===== config.mk =====
export PLATFORM = sky130hd
export DESIGN_NAME = button_click_combo_detector
export DESIGN_NICKNAME = d
export VERILOG_FILES = /design/src/design/bccd_pkg.sv /design/src/design/bccd_core.sv /design/src/design/bccd_outbuf.sv /design/src/design/button_click_combo_detector.sv
export SDC_FILE = /design/constraint.sdc
export NUM_CORES = 1
export LEC_CHECK = 0
export BUFFER_PORTS_ARGS = -buffer_cell sky130_fd_sc_hd__buf_2
export CAP_MARGIN = 20
export CELL_PAD_IN_SITES_DETAIL_PLACEMENT = 0
export CELL_PAD_IN_SITES_GLOBAL_PLACEMENT = 1
export CORE_MARGIN = 2
export CORE_UTILIZATION = 31
export CTS_BUF_LIST = sky130_fd_sc_hd__clkbuf_16
export CTS_CLUSTER_SIZE = 24
export DETAILED_ROUTE_END_ITERATION = 7
export PLACE_DENSITY_LB_ADDON = 0.1
export SLEW_MARGIN = 20
export SYNTH_ARGS = -nofsm -noshare
export SYNTH_HDL_FRONTEND = slang
export SYNTH_SLANG_ARGS = --single-unit

===== constraint.sdc =====
create_clock -name clk -period 21.5 [get_ports clk]
set_clock_uncertainty 0.2 [all_clocks]
set_input_delay 1.075 -clock clk [delete_from_list [all_inputs] [get_ports clk]]
set_output_delay 1.075 -clock clk [all_outputs]
set_load 0.005 [all_outputs]

===== src/design/bccd_pkg.sv =====
// shared types and codes for the button click combo detector
// no dependencies

package bccd_pkg;

  localparam int unsigned NumButtons = 3;
  localparam int unsigned CntW       = 16;
  localparam int unsigned StampW     = 32;
  localparam int unsigned InDataW    = 8;
  localparam int unsigned OutDataW   = 8;

  localparam logic [CntW-1:0] DebounceReset = 16'd50;
  localparam logic [CntW-1:0] LongReset     = 16'd750;

  // configuration register indexes
  localparam logic CfgDebounce = 1'b0;
  localparam logic CfgLong     = 1'b1;

  typedef enum logic [2:0] {
    KIND_NONE = 3'd0,
    KIND_ALL  = 3'd1,
    KIND_B1B2 = 3'd2,
    KIND_B1B3 = 3'd3,
    KIND_B2B3 = 3'd4,
    KIND_B1   = 3'd5,
    KIND_B2   = 3'd6,
    KIND_B3   = 3'd7
  } kind_t;

  typedef logic [NumButtons-1:0] btn_t;

  typedef struct packed {
    logic [CntW-1:0] debounce_ticks;
    logic [CntW-1:0] long_press_ticks;
  } cfg_t;

  typedef struct packed {
    btn_t  stable_buttons;
    logic  long_press;
    kind_t click_kind;
  } result_t;

endpackage


===== src/design/bccd_core.sv =====
// input register, debounce state and per-tick evaluation of the detector
// depends on bccd_pkg

module bccd_core (
  input  logic            clk,
  input  logic            rst_n,
  input  logic            in_tvalid,
  output logic            in_tready,
  input  bccd_pkg::btn_t  in_raw,
  input  bccd_pkg::cfg_t  cfg,
  input  logic            hold,
  output logic            res_vld,
  output bccd_pkg::result_t res
);
  import bccd_pkg::*;

  logic                in_vld_r;
  btn_t                raw_r;
  logic                advance;

  logic [StampW-1:0]   tick_r, tick_nxt;
  btn_t                prev_r, prev_nxt;
  btn_t                cap_r, cap_nxt;
  btn_t                stable_r, stable_nxt;
  btn_t                lastv_r, lastv_nxt;
  btn_t                busy_r, busy_nxt;
  btn_t                fin_r, fin_nxt;
  logic [CntW-1:0]     cnt_r   [NumButtons];
  logic [CntW-1:0]     cnt_nxt [NumButtons];
  logic [StampW-1:0]   prs_r   [NumButtons];
  logic [StampW-1:0]   prs_nxt [NumButtons];
  logic [StampW-1:0]   rel_r   [NumButtons];
  logic [StampW-1:0]   rel_nxt [NumButtons];

  logic [CntW-1:0]     len;
  btn_t                restart;
  btn_t                held;
  logic                expired;
  logic                all_done;
  logic                snap;
  logic [StampW-1:0]   dur [NumButtons];

  assign advance   = in_vld_r & ~hold;
  assign in_tready = ~in_vld_r | advance;
  assign len       = (cfg.debounce_ticks == '0) ? CntW'(1) : cfg.debounce_ticks;

  always_ff @(posedge clk) begin
    if (!rst_n) begin
      in_vld_r <= 1'b0;
    end else if (in_tready) begin
      in_vld_r <= in_tvalid;
    end
    if (in_tready && in_tvalid) begin
      raw_r <= in_raw;
    end
  end

  // one tick of the model
  always_comb begin
    cap_nxt    = cap_r;
    busy_nxt   = busy_r;
    fin_nxt    = fin_r;
    stable_nxt = stable_r;
    lastv_nxt  = lastv_r;
    prev_nxt   = raw_r;
    tick_nxt   = tick_r + StampW'(1);
    restart    = '0;
    expired    = 1'b0;
    for (int i = 0; i < NumButtons; i++) begin
      cnt_nxt[i] = cnt_r[i];
      prs_nxt[i] = prs_r[i];
      rel_nxt[i] = rel_r[i];
      if (raw_r[i] != prev_r[i]) begin
        cap_nxt[i] = raw_r[i];
        if (raw_r[i] != lastv_r[i]) begin
          restart[i]  = 1'b1;
          busy_nxt[i] = 1'b1;
          fin_nxt[i]  = 1'b0;
          cnt_nxt[i]  = len;
        end
      end
      if (!restart[i] && cnt_r[i] != '0) begin
        cnt_nxt[i] = cnt_r[i] - CntW'(1);
        if (cnt_r[i] == CntW'(1)) begin
          fin_nxt[i] = 1'b1;
          expired    = 1'b1;
        end
      end
    end
    all_done = &(~busy_nxt | fin_nxt);
    snap     = expired & all_done;
    if (snap) begin
      for (int i = 0; i < NumButtons; i++) begin
        if (raw_r[i] == cap_nxt[i]) begin
          stable_nxt[i] = cap_nxt[i];
          if (cap_nxt[i]) begin
            rel_nxt[i] = tick_r;
          end else begin
            prs_nxt[i] = tick_r;
          end
        end
      end
      busy_nxt  = '0;
      fin_nxt   = '0;
      lastv_nxt = stable_nxt;
    end
  end

  // held time per button with this tick's stamps
  always_comb begin
    for (int i = 0; i < NumButtons; i++) begin
      dur[i]  = rel_nxt[i] - prs_nxt[i];
      held[i] = dur[i] >= StampW'(cfg.long_press_ticks);
    end
  end

  // stable_nxt = new stable levels, lastv_r = previous valid levels
  always_comb begin
    res.stable_buttons = stable_nxt;
    res.long_press     = 1'b0;
    res.click_kind     = KIND_NONE;
    if (&stable_nxt && ~|lastv_r) begin
      res.click_kind = KIND_ALL;
    end else if (stable_nxt[0] && stable_nxt[1] && !lastv_r[0] && !lastv_r[1]
                 && stable_nxt[2] == lastv_r[2]) begin
      res.click_kind = KIND_B1B2;
      res.long_press = held[0] & held[1];
    end else if (stable_nxt[0] && stable_nxt[2] && !lastv_r[0] && !lastv_r[2]
                 && stable_nxt[1] == lastv_r[1]) begin
      res.click_kind = KIND_B1B3;
    end else if (stable_nxt[1] && stable_nxt[2] && !lastv_r[1] && !lastv_r[2]
                 && stable_nxt[0] == lastv_r[0]) begin
      res.click_kind = KIND_B2B3;
      res.long_press = held[1] & held[2];
    end else if (stable_nxt[0] && !lastv_r[0] && stable_nxt[1] == lastv_r[1]
                 && stable_nxt[2] == lastv_r[2]) begin
      res.click_kind = KIND_B1;
      res.long_press = held[0];
    end else if (stable_nxt[1] && !lastv_r[1] && stable_nxt[0] == lastv_r[0]
                 && stable_nxt[2] == lastv_r[2]) begin
      res.click_kind = KIND_B2;
    end else if (stable_nxt[2] && !lastv_r[2] && stable_nxt[0] == lastv_r[0]
                 && stable_nxt[1] == lastv_r[1]) begin
      res.click_kind = KIND_B3;
      res.long_press = held[2];
    end
  end

  assign res_vld = advance & snap;

  always_ff @(posedge clk) begin
    if (!rst_n) begin
      tick_r   <= '0;
      prev_r   <= '1;
      cap_r    <= '1;
      stable_r <= '1;
      lastv_r  <= '1;
      busy_r   <= '0;
      fin_r    <= '0;
      for (int i = 0; i < NumButtons; i++) begin
        cnt_r[i] <= '0;
        prs_r[i] <= '0;
        rel_r[i] <= '0;
      end
    end else if (advance) begin
      tick_r   <= tick_nxt;
      prev_r   <= prev_nxt;
      cap_r    <= cap_nxt;
      stable_r <= stable_nxt;
      lastv_r  <= lastv_nxt;
      busy_r   <= busy_nxt;
      fin_r    <= fin_nxt;
      for (int i = 0; i < NumButtons; i++) begin
        cnt_r[i] <= cnt_nxt[i];
        prs_r[i] <= prs_nxt[i];
        rel_r[i] <= rel_nxt[i];
      end
    end
  end

  // a finished countdown belongs to a busy button
  a_fin_busy: assert property (@(posedge clk) disable iff (!rst_n)
    (fin_r & ~busy_r) == '0)
    else $error("finished flag without busy flag");

  // a running countdown is busy and not finished
  a_cnt_busy: assert property (@(posedge clk) disable iff (!rst_n)
    ((cnt_r[0] == '0) || (busy_r[0] && !fin_r[0])) &&
    ((cnt_r[1] == '0) || (busy_r[1] && !fin_r[1])) &&
    ((cnt_r[2] == '0) || (busy_r[2] && !fin_r[2])))
    else $error("running countdown on idle button");

  // the tick counter moves once per evaluated beat
  a_tick: assert property (@(posedge clk) disable iff (!rst_n)
    advance |=> (tick_r == $past(tick_r) + StampW'(1)))
    else $error("tick counter out of step");

endmodule


===== src/design/bccd_outbuf.sv =====
// result register with a one-entry skid stage for the output stream
// depends on bccd_pkg

module bccd_outbuf (
  input  logic              clk,
  input  logic              rst_n,
  input  logic              push,
  input  bccd_pkg::result_t push_res,
  output logic              full,
  output logic              out_tvalid,
  input  logic              out_tready,
  output bccd_pkg::result_t out_res
);
  import bccd_pkg::*;

  logic    out_vld_r;
  result_t out_res_r;
  logic    skid_vld_r;
  result_t skid_res_r;
  logic    free;

  assign free       = ~out_vld_r | out_tready;
  assign full       = skid_vld_r;
  assign out_tvalid = out_vld_r;
  assign out_res    = out_res_r;

  always_ff @(posedge clk) begin
    if (!rst_n) begin
      out_vld_r  <= 1'b0;
      skid_vld_r <= 1'b0;
    end else if (free) begin
      out_vld_r  <= skid_vld_r | push;
      skid_vld_r <= 1'b0;
    end else if (push) begin
      skid_vld_r <= 1'b1;
    end
    if (free) begin
      out_res_r <= skid_vld_r ? skid_res_r : push_res;
    end else if (push) begin
      skid_res_r <= push_res;
    end
  end

  // skid only fills behind a waiting result
  a_skid_order: assert property (@(posedge clk) disable iff (!rst_n)
    skid_vld_r |-> out_vld_r)
    else $error("skid entry without result in front");

  // no new result arrives while the skid is occupied
  a_no_overrun: assert property (@(posedge clk) disable iff (!rst_n)
    skid_vld_r |-> !push)
    else $error("result pushed into full buffer");

endmodule


===== src/design/button_click_combo_detector.sv =====
// top level of the three-button click and combo detector
// depends on bccd_pkg, bccd_core and bccd_outbuf
//
// usage:
//   in_*   : one beat per tick, in_tdata[2:0] are the raw active-low button
//            levels (1 released, 0 pressed)
//   out_*  : one beat per debounce snapshot, none on other ticks
//   cfg_*  : register writes, index 0 debounce length, index 1 long length,
//            written while the block is idle
// path: an accepted beat waits in the input register, and its result is
//   registered in the result register before it shows on out_tvalid
// throughput: one input beat per cycle while the skid stage is free; every tick
//   is evaluated in one pass of the per-button counters and the click classifier
// stalls: a result waiting on out_tready is kept in the result register, a
//   second one in the skid stage; only when the skid is occupied does
//   in_tready drop
// reset: stable levels read released, all countdowns idle, tick count zero,
//   debounce length 50 and long length 750 ticks

module button_click_combo_detector (
  input  logic                         clk,
  input  logic                         rst_n,
  // in_tdata: [2:0] raw_buttons, [7:3] zero
  input  logic                         in_tvalid,
  output logic                         in_tready,
  input  logic [bccd_pkg::InDataW-1:0]  in_tdata,
  // out_tdata: [2:0] click_kind, [3] long_press, [6:4] stable_buttons, [7] zero
  output logic                         out_tvalid,
  input  logic                         out_tready,
  output logic [bccd_pkg::OutDataW-1:0] out_tdata,
  input  logic                         cfg_we,
  input  logic                         cfg_addr,
  input  logic [bccd_pkg::CntW-1:0]    cfg_wdata
);
  import bccd_pkg::*;

  cfg_t    cfg_r;
  logic    res_vld;
  result_t res;
  result_t out_res;
  logic    ob_full;

  // configuration registers
  always_ff @(posedge clk) begin
    if (!rst_n) begin
      cfg_r.debounce_ticks   <= DebounceReset;
      cfg_r.long_press_ticks <= LongReset;
    end else if (cfg_we) begin
      case (cfg_addr)
        CfgDebounce: cfg_r.debounce_ticks   <= cfg_wdata;
        CfgLong:     cfg_r.long_press_ticks <= cfg_wdata;
        default: ;
      endcase
    end
  end

  // debounce state and classification, one tick per beat
  bccd_core u_core (
    .clk       (clk),
    .rst_n     (rst_n),
    .in_tvalid (in_tvalid),
    .in_tready (in_tready),
    .in_raw    (in_tdata[NumButtons-1:0]),
    .cfg       (cfg_r),
    .hold      (ob_full),
    .res_vld   (res_vld),
    .res       (res)
  );

  // result register plus skid toward the receiver
  bccd_outbuf u_outbuf (
    .clk        (clk),
    .rst_n      (rst_n),
    .push       (res_vld),
    .push_res   (res),
    .full       (ob_full),
    .out_tvalid (out_tvalid),
    .out_tready (out_tready),
    .out_res    (out_res)
  );

  // pack result fields, click kind in the low bits
  assign out_tdata = {1'b0, out_res.stable_buttons, out_res.long_press,
                      out_res.click_kind};

endmodule


Yosys cells after proc, flatten, opt, wreduce, memory -nomap -nowiden
Memory sizes are Yosys's and may differ from the RTL's.
Index checks and enable logic that the tools add are counted.
{"block": "word_totals", "register_bits": 102, "ram_bits": 240, "input_bits": 30, "out_inout_bits": 10, "word_cells": 204, "memories": 3}
{"block": "op_classes", "n_addsub": 7, "order_cmp": 3, "eq_ne": 15, "muxes": 87, "bitwise": 25, "reduce_logical": 45}
{"memory": "u_core.prs_r", "depth": 3, "width": 32, "read_ports": 3, "rd_clocked_by_memory_dff": 0, "wr": 3, "line_no": "bccd_core.sv:30", "source": "logic [StampW-1:0] prs_r [NumButtons];"}
{"memory": "u_core.rel_r", "depth": 3, "width": 32, "read_ports": 3, "rd_clocked_by_memory_dff": 0, "wr": 3, "line_no": "bccd_core.sv:32", "source": "logic [StampW-1:0] rel_r [NumButtons];"}
{"memory": "u_core.cnt_r", "depth": 3, "width": 16, "read_ports": 3, "rd_clocked_by_memory_dff": 0, "wr": 3, "line_no": "bccd_core.sv:28", "source": "logic [CntW-1:0] cnt_r [NumButtons];"}
{"op": "32-bit 2-to-1 mux", "n": 18}
{"op": "16-bit 2-to-1 mux", "n": 13}
{"op": "96-bit 2-to-1 mux", "n": 2}
{"op": "32-bit by 16-bit >= comparator with 1-bit output", "n": 3}
{"op": "32-bit subtractor", "n": 3}
{"op": "16-bit by 1-bit equality test with 1-bit output, second input constant", "n": 3}
{"op": "16-bit nonzero test", "n": 3}
{"op": "16-bit by 1-bit subtractor with 16-bit output, second input constant", "n": 3}
{"op": "1-bit 2-to-1 mux", "n": 43}
{"op": "32-bit by 1-bit adder with 32-bit output, second input constant", "n": 1}
{"op": "1-bit logical AND", "n": 26}
{"op": "3-bit 2-to-1 mux", "n": 6}
{"op": "16-bit zero test", "n": 1}
{"op": "4-bit 2-to-1 mux", "n": 4}
{"op": "1-bit OR", "n": 12}
{"op": "2-bit AND reduction", "n": 4}
{"op": "1-bit zero test", "n": 7}
{"op": "7-bit 2-to-1 mux", "n": 1}
{"op": "1-bit equality test", "n": 6}
{"op": "1-bit inequality test", "n": 6}
{"op": "1-bit inverter", "n": 6}
{"op": "3-bit AND reduction", "n": 2}
{"op": "1-bit AND", "n": 5}
{"op": "3-bit inverter", "n": 1}
{"op": "3 further kinds", "n": 3}

Depth between registers and ports, before layout
{"block": "depth", "ltp_word": 23, "ltp_mapped": 40, "mapped_depth_nobuf": 36}

Cells and area by module
From an unflattened synthesis, not the netlist that was laid out.
{"block": "unflattened", "cells_unflattened": 2393, "hier_area_um2": 23293.6}
{"module": "bccd_core", "instances": 1, "cells_per_inst": 2228, "area_per_inst_um2": 21404.3, "seq_area_each_um2": 8318.0}
{"module": "button_click_combo_detector", "instances": 1, "cells_per_inst": 135, "area_per_inst_um2": 1272.5, "seq_area_each_um2": 640.6}
{"module": "bccd_outbuf", "instances": 1, "cells_per_inst": 30, "area_per_inst_um2": 616.8, "seq_area_each_um2": 460.4}

Least setup slack after synthesis
No wires, ideal clock.
{"block": "synth_path", "path_type": "flip-flop to flip-flop", "start": "mem u_core.cnt_r[1][0], in the netlist u_core.cnt_r[0][16]", "end": "reg u_outbuf.out_res_r, in the netlist u_outbuf.out_res[3] (data pin)", "setup_time_ns": 0.277, "arrival_time_ns": 7.293, "required_time_ns": 21.023, "slack_ns": 13.729, "stages_incl_launch_ff": 37, "synth_period_minus_slack_ns": 7.771, "cell_sequence": "edfxtp_1 > inv_1 > ha_1 > nor4b_1 > nand4_2 > a311oi_4 > nand2_4 > clkbuf_1 > nor3_1 > clkbuf_1 > mux2i_1 > inv_1 > fa_1 > nor2b_1 > o31a_1 > o21ai_0 > nand2b_1 > a21oi_1 > o41ai_1 > a31oi_1 > o22ai_1 > nor2b_1 > o21bai_1 > a21oi_1 > xnor2_1 > ha_1 > a21o_1 > a211oi_1 > o21ai_0 > a221oi_1 > o311a_1 > and3_1 > nand3_1 > a32oi_1 > nand4_1 > nor4_2 > a221oi_1"}
{"item": "start: declaration", "line_no": "bccd_core.sv:28"}
{"item": "end signal: assignment", "line_no": "bccd_outbuf.sv:38", "source": "out_res_r <= skid_vld_r ? skid_res_r : push_res;"}
{"item": "end: declaration", "line_no": "bccd_outbuf.sv:17", "source": "result_t out_res_r;"}

==> results.ini <==
[worst_setup_path]
worstPathRequired_ns=21.58
cp-start-kind=flop
slowest_stage=edfxtp_1
cp-end-kind=flop
reg2reg_from=u_core.prev_nxt[2]
r2r_cells=28
crit_family=compound AO/OA/AOI/OAI gates
reg2reg_to=u_outbuf.out_res[3]
slowest_delay_ns=0.97
cp.arrival_ns=10.13
worstSetupPathType=reg -> reg
crit_fanout=34
worst-r2r-setup-slack_ns=11.46
cp_num_buf_inv=3

[sta]
finalMaxSlewViolations=0
worst_pin_slew_ns=1.08
period_share_pct=46.7
finalHoldViolCount=0
grt_setup_unrepaired=no
clock.fmax_mhz=99.6
setup_viol=0
period_needed_ns=10.04
max-slew-margin-rel_pct=26.8
fin_tns_setup_ns=0

[clock_tree]
max-clock-path-buffers=3
cts_tree=done
cts_setup_buffers=0
path_clk_slew_ns=0.05
ctsHoldBuffers=0
cts.root.buffer_cell=clkbuf_16
htree_levels=2
cts_buffers=47
cts_resized=0
cts_sinks=342
worstSkewPairLatency_ns=0.61

[detailed_routing]
routedWlPerCell_um=19.9
drtIter0Drc=1211
wirelength_mm=72.7
drtPass1Iterations=5
viasPerCell=5.27
drc=0
vias=19289
ant_nets=0

[floorplanning]
rows=102
die-area_um2=80000
initial_core_util_pct=31.2
fp.coreArea_um2=77200
die_w_um=283
pin_count=40
die_y_um=283

[final_layout]
n_antenna_cell=0
fin_nets=2760
post-route-util_pct=34.6
drive_gt1_share_pct=9.13
syn2layout_area_growth_pct=11.1

[logic_synthesis]
synthesis.area_um2=24100
synth_fp_nets=2808
synthTopCellsByCount=nand2_1 (310), nor2_1 (260), edfxtp_1 (257)
synth_area_leader_cell=edfxtp_1
netlist.area_leader.share_pct=32.0
synth_seq_area_share_pct=39.1
netlist_instances=2627
synth_ff_type=edfxtp_1
synth-edff-count=257
ys_seq_elements=342
yosys-top-cells-area=edfxtp_1 (32%), ha_1 (7.7%), dfxtp_1 (7.1%)
yosysWarnings=0
postSynthAreaPerCell_um2=9.17
ys_types=85
synth_most_common_cell=nand2_1
async_flop_share_pct=0

[min_path]
worstHoldEndpoint=cfg_r[8]
min_path_type=reg -> reg
min_path_cells=2
worstHoldStart=cfg_r[8]

[grt]
grt_overflow=0
grt_pass1_vias=18940
antenna_found_initial=0
grt_max_degree=84
grt_pass1_wl_mm=112
grtUsageTotal_pct=18.1

[run_status]
outcome=complete, no violations

[pwr]
p_leak_uw=0.0106
ir_drop_uv=51.9
p_per_area_nw_per_um2=72.7

[placement]
gp_congestion=0.842
hpwl_mm=52.0
portBuffers=33

[job]
maxCapViolations=0

flip-flops by register name (all words and copies together), names as in the netlist, 7 cells and up:
register,flops
u_outbuf.out_res,7
u_core.prs_r,96
u_core.tick_r,32
u_core.rel_r,96
u_outbuf.skid_res_r,7
cfg_r,32
u_core.cnt_r,48
per-layer routing:
metal / routed length, um / global-route usage (%) / vias up / part of all wire (%)
li1: - / - / 9494 / -
met1: 35200 / 25.2 / 9405 / 48
met2: 33300 / 29.8 / 302 / 46
met3: 2740 / 2.29 / 88 / 3.8
met4: 1470 / 4.27 / 0 / 2.0
met5: 0 / 0 / - / 0
cell type report:
type	instances	area, um^2
clock buffers	49	1230
clock inverters	38	315
fillers	7941	50500
inverters	88	330
multi-input cells	2039	13800
flip-flops and latches	342	9420
well taps	1040	1300
repair buffers	61	383
cell usage in the layout (no fill, tap or decap), drive strengths merged, types with 15 or more instances in the layout:
cell type	instances
nand2b	38
inv	96
nand3	52
edfxtp	257
a311oi	16
ha	148
nor2	260
a21boi	34
xnor2	89
a211oi	67
o21ai	86
nor3	46
dfxtp	85
and2	44
o21bai	18
nor4	35
a21o	57
mux2	67
o21a	17
nand2	311
nor2b	94
mux2i	97
nand4	23
clkinv	22
a21oi	163
and3	23
xor2	38
o211ai	23
clkbuf	49
a31oi	15
buf	61
through the flow:
step           std cells  hold WS (ns)  setup WS (ns)  total power, uW  cell area, um^2
6_report            3657         0.269          11.46             1950            26800
5_1_grt             3657         0.292          10.74             2050            26800
4_1_cts             3657         0.273          11.23             1980            26800
3_5_place_dp        3570         0.265          11.27             1170            25200
3_3_place_gp        3569         0.252          11.39             1170            25200
2_1_floorplan       2627         0.237          13.73             1070            24100
how the worst max path moves through the flow:
stage | startpoint | endpoint | slack [ns] | cells past startpoint
2_1_floorplan | u_core.cnt_r[0][16] | u_outbuf.out_res[3] | 13.73 | 36
3_3_place_gp | u_core.prev_nxt[2] | u_outbuf.out_res[3] | 11.39 | 28
3_5_place_dp | u_core.prev_nxt[2] | u_outbuf.out_res[3] | 11.27 | 28
4_1_cts | u_core.prev_nxt[2] | u_outbuf.out_res[3] | 11.23 | 28
5_1_grt | u_core.prev_nxt[2] | u_outbuf.out_res[3] | 10.74 | 28
6_report | u_core.prev_nxt[2] | u_outbuf.out_res[3] | 11.46 | 28
report_power, final:
group	switching, uW	total [uW]	internal, uW
Sequential	24.4	769	745
Clock	323	785	462
Combinational	237	391	154
cells by family after synthesis:
family	Yosys count	synth area share [%]
xor gates and xnor gates	127	4.62
AOI/OAI and AO/OA	621	17.6
adders and majority gates	152	7.98
and+or+nand+nor	973	19.5
other	1	0.0156
DFF	342	39.1
muxes	165	7.26
buffers and inverters	246	3.95
worst reg2reg max path: cells and delay by family (launching register included):
kind	cells	cell delay [ns]
muxes	1	0.35
adders and majority gates	3	0.85
xor gates and xnor gates	1	0.13
and+or+nand+nor	7	2.23
AOI/OAI and AO/OA	13	4.09
DFF	1	0.97
buffers and inverters	3	0.95
Power figures use the tool's default switching activity.
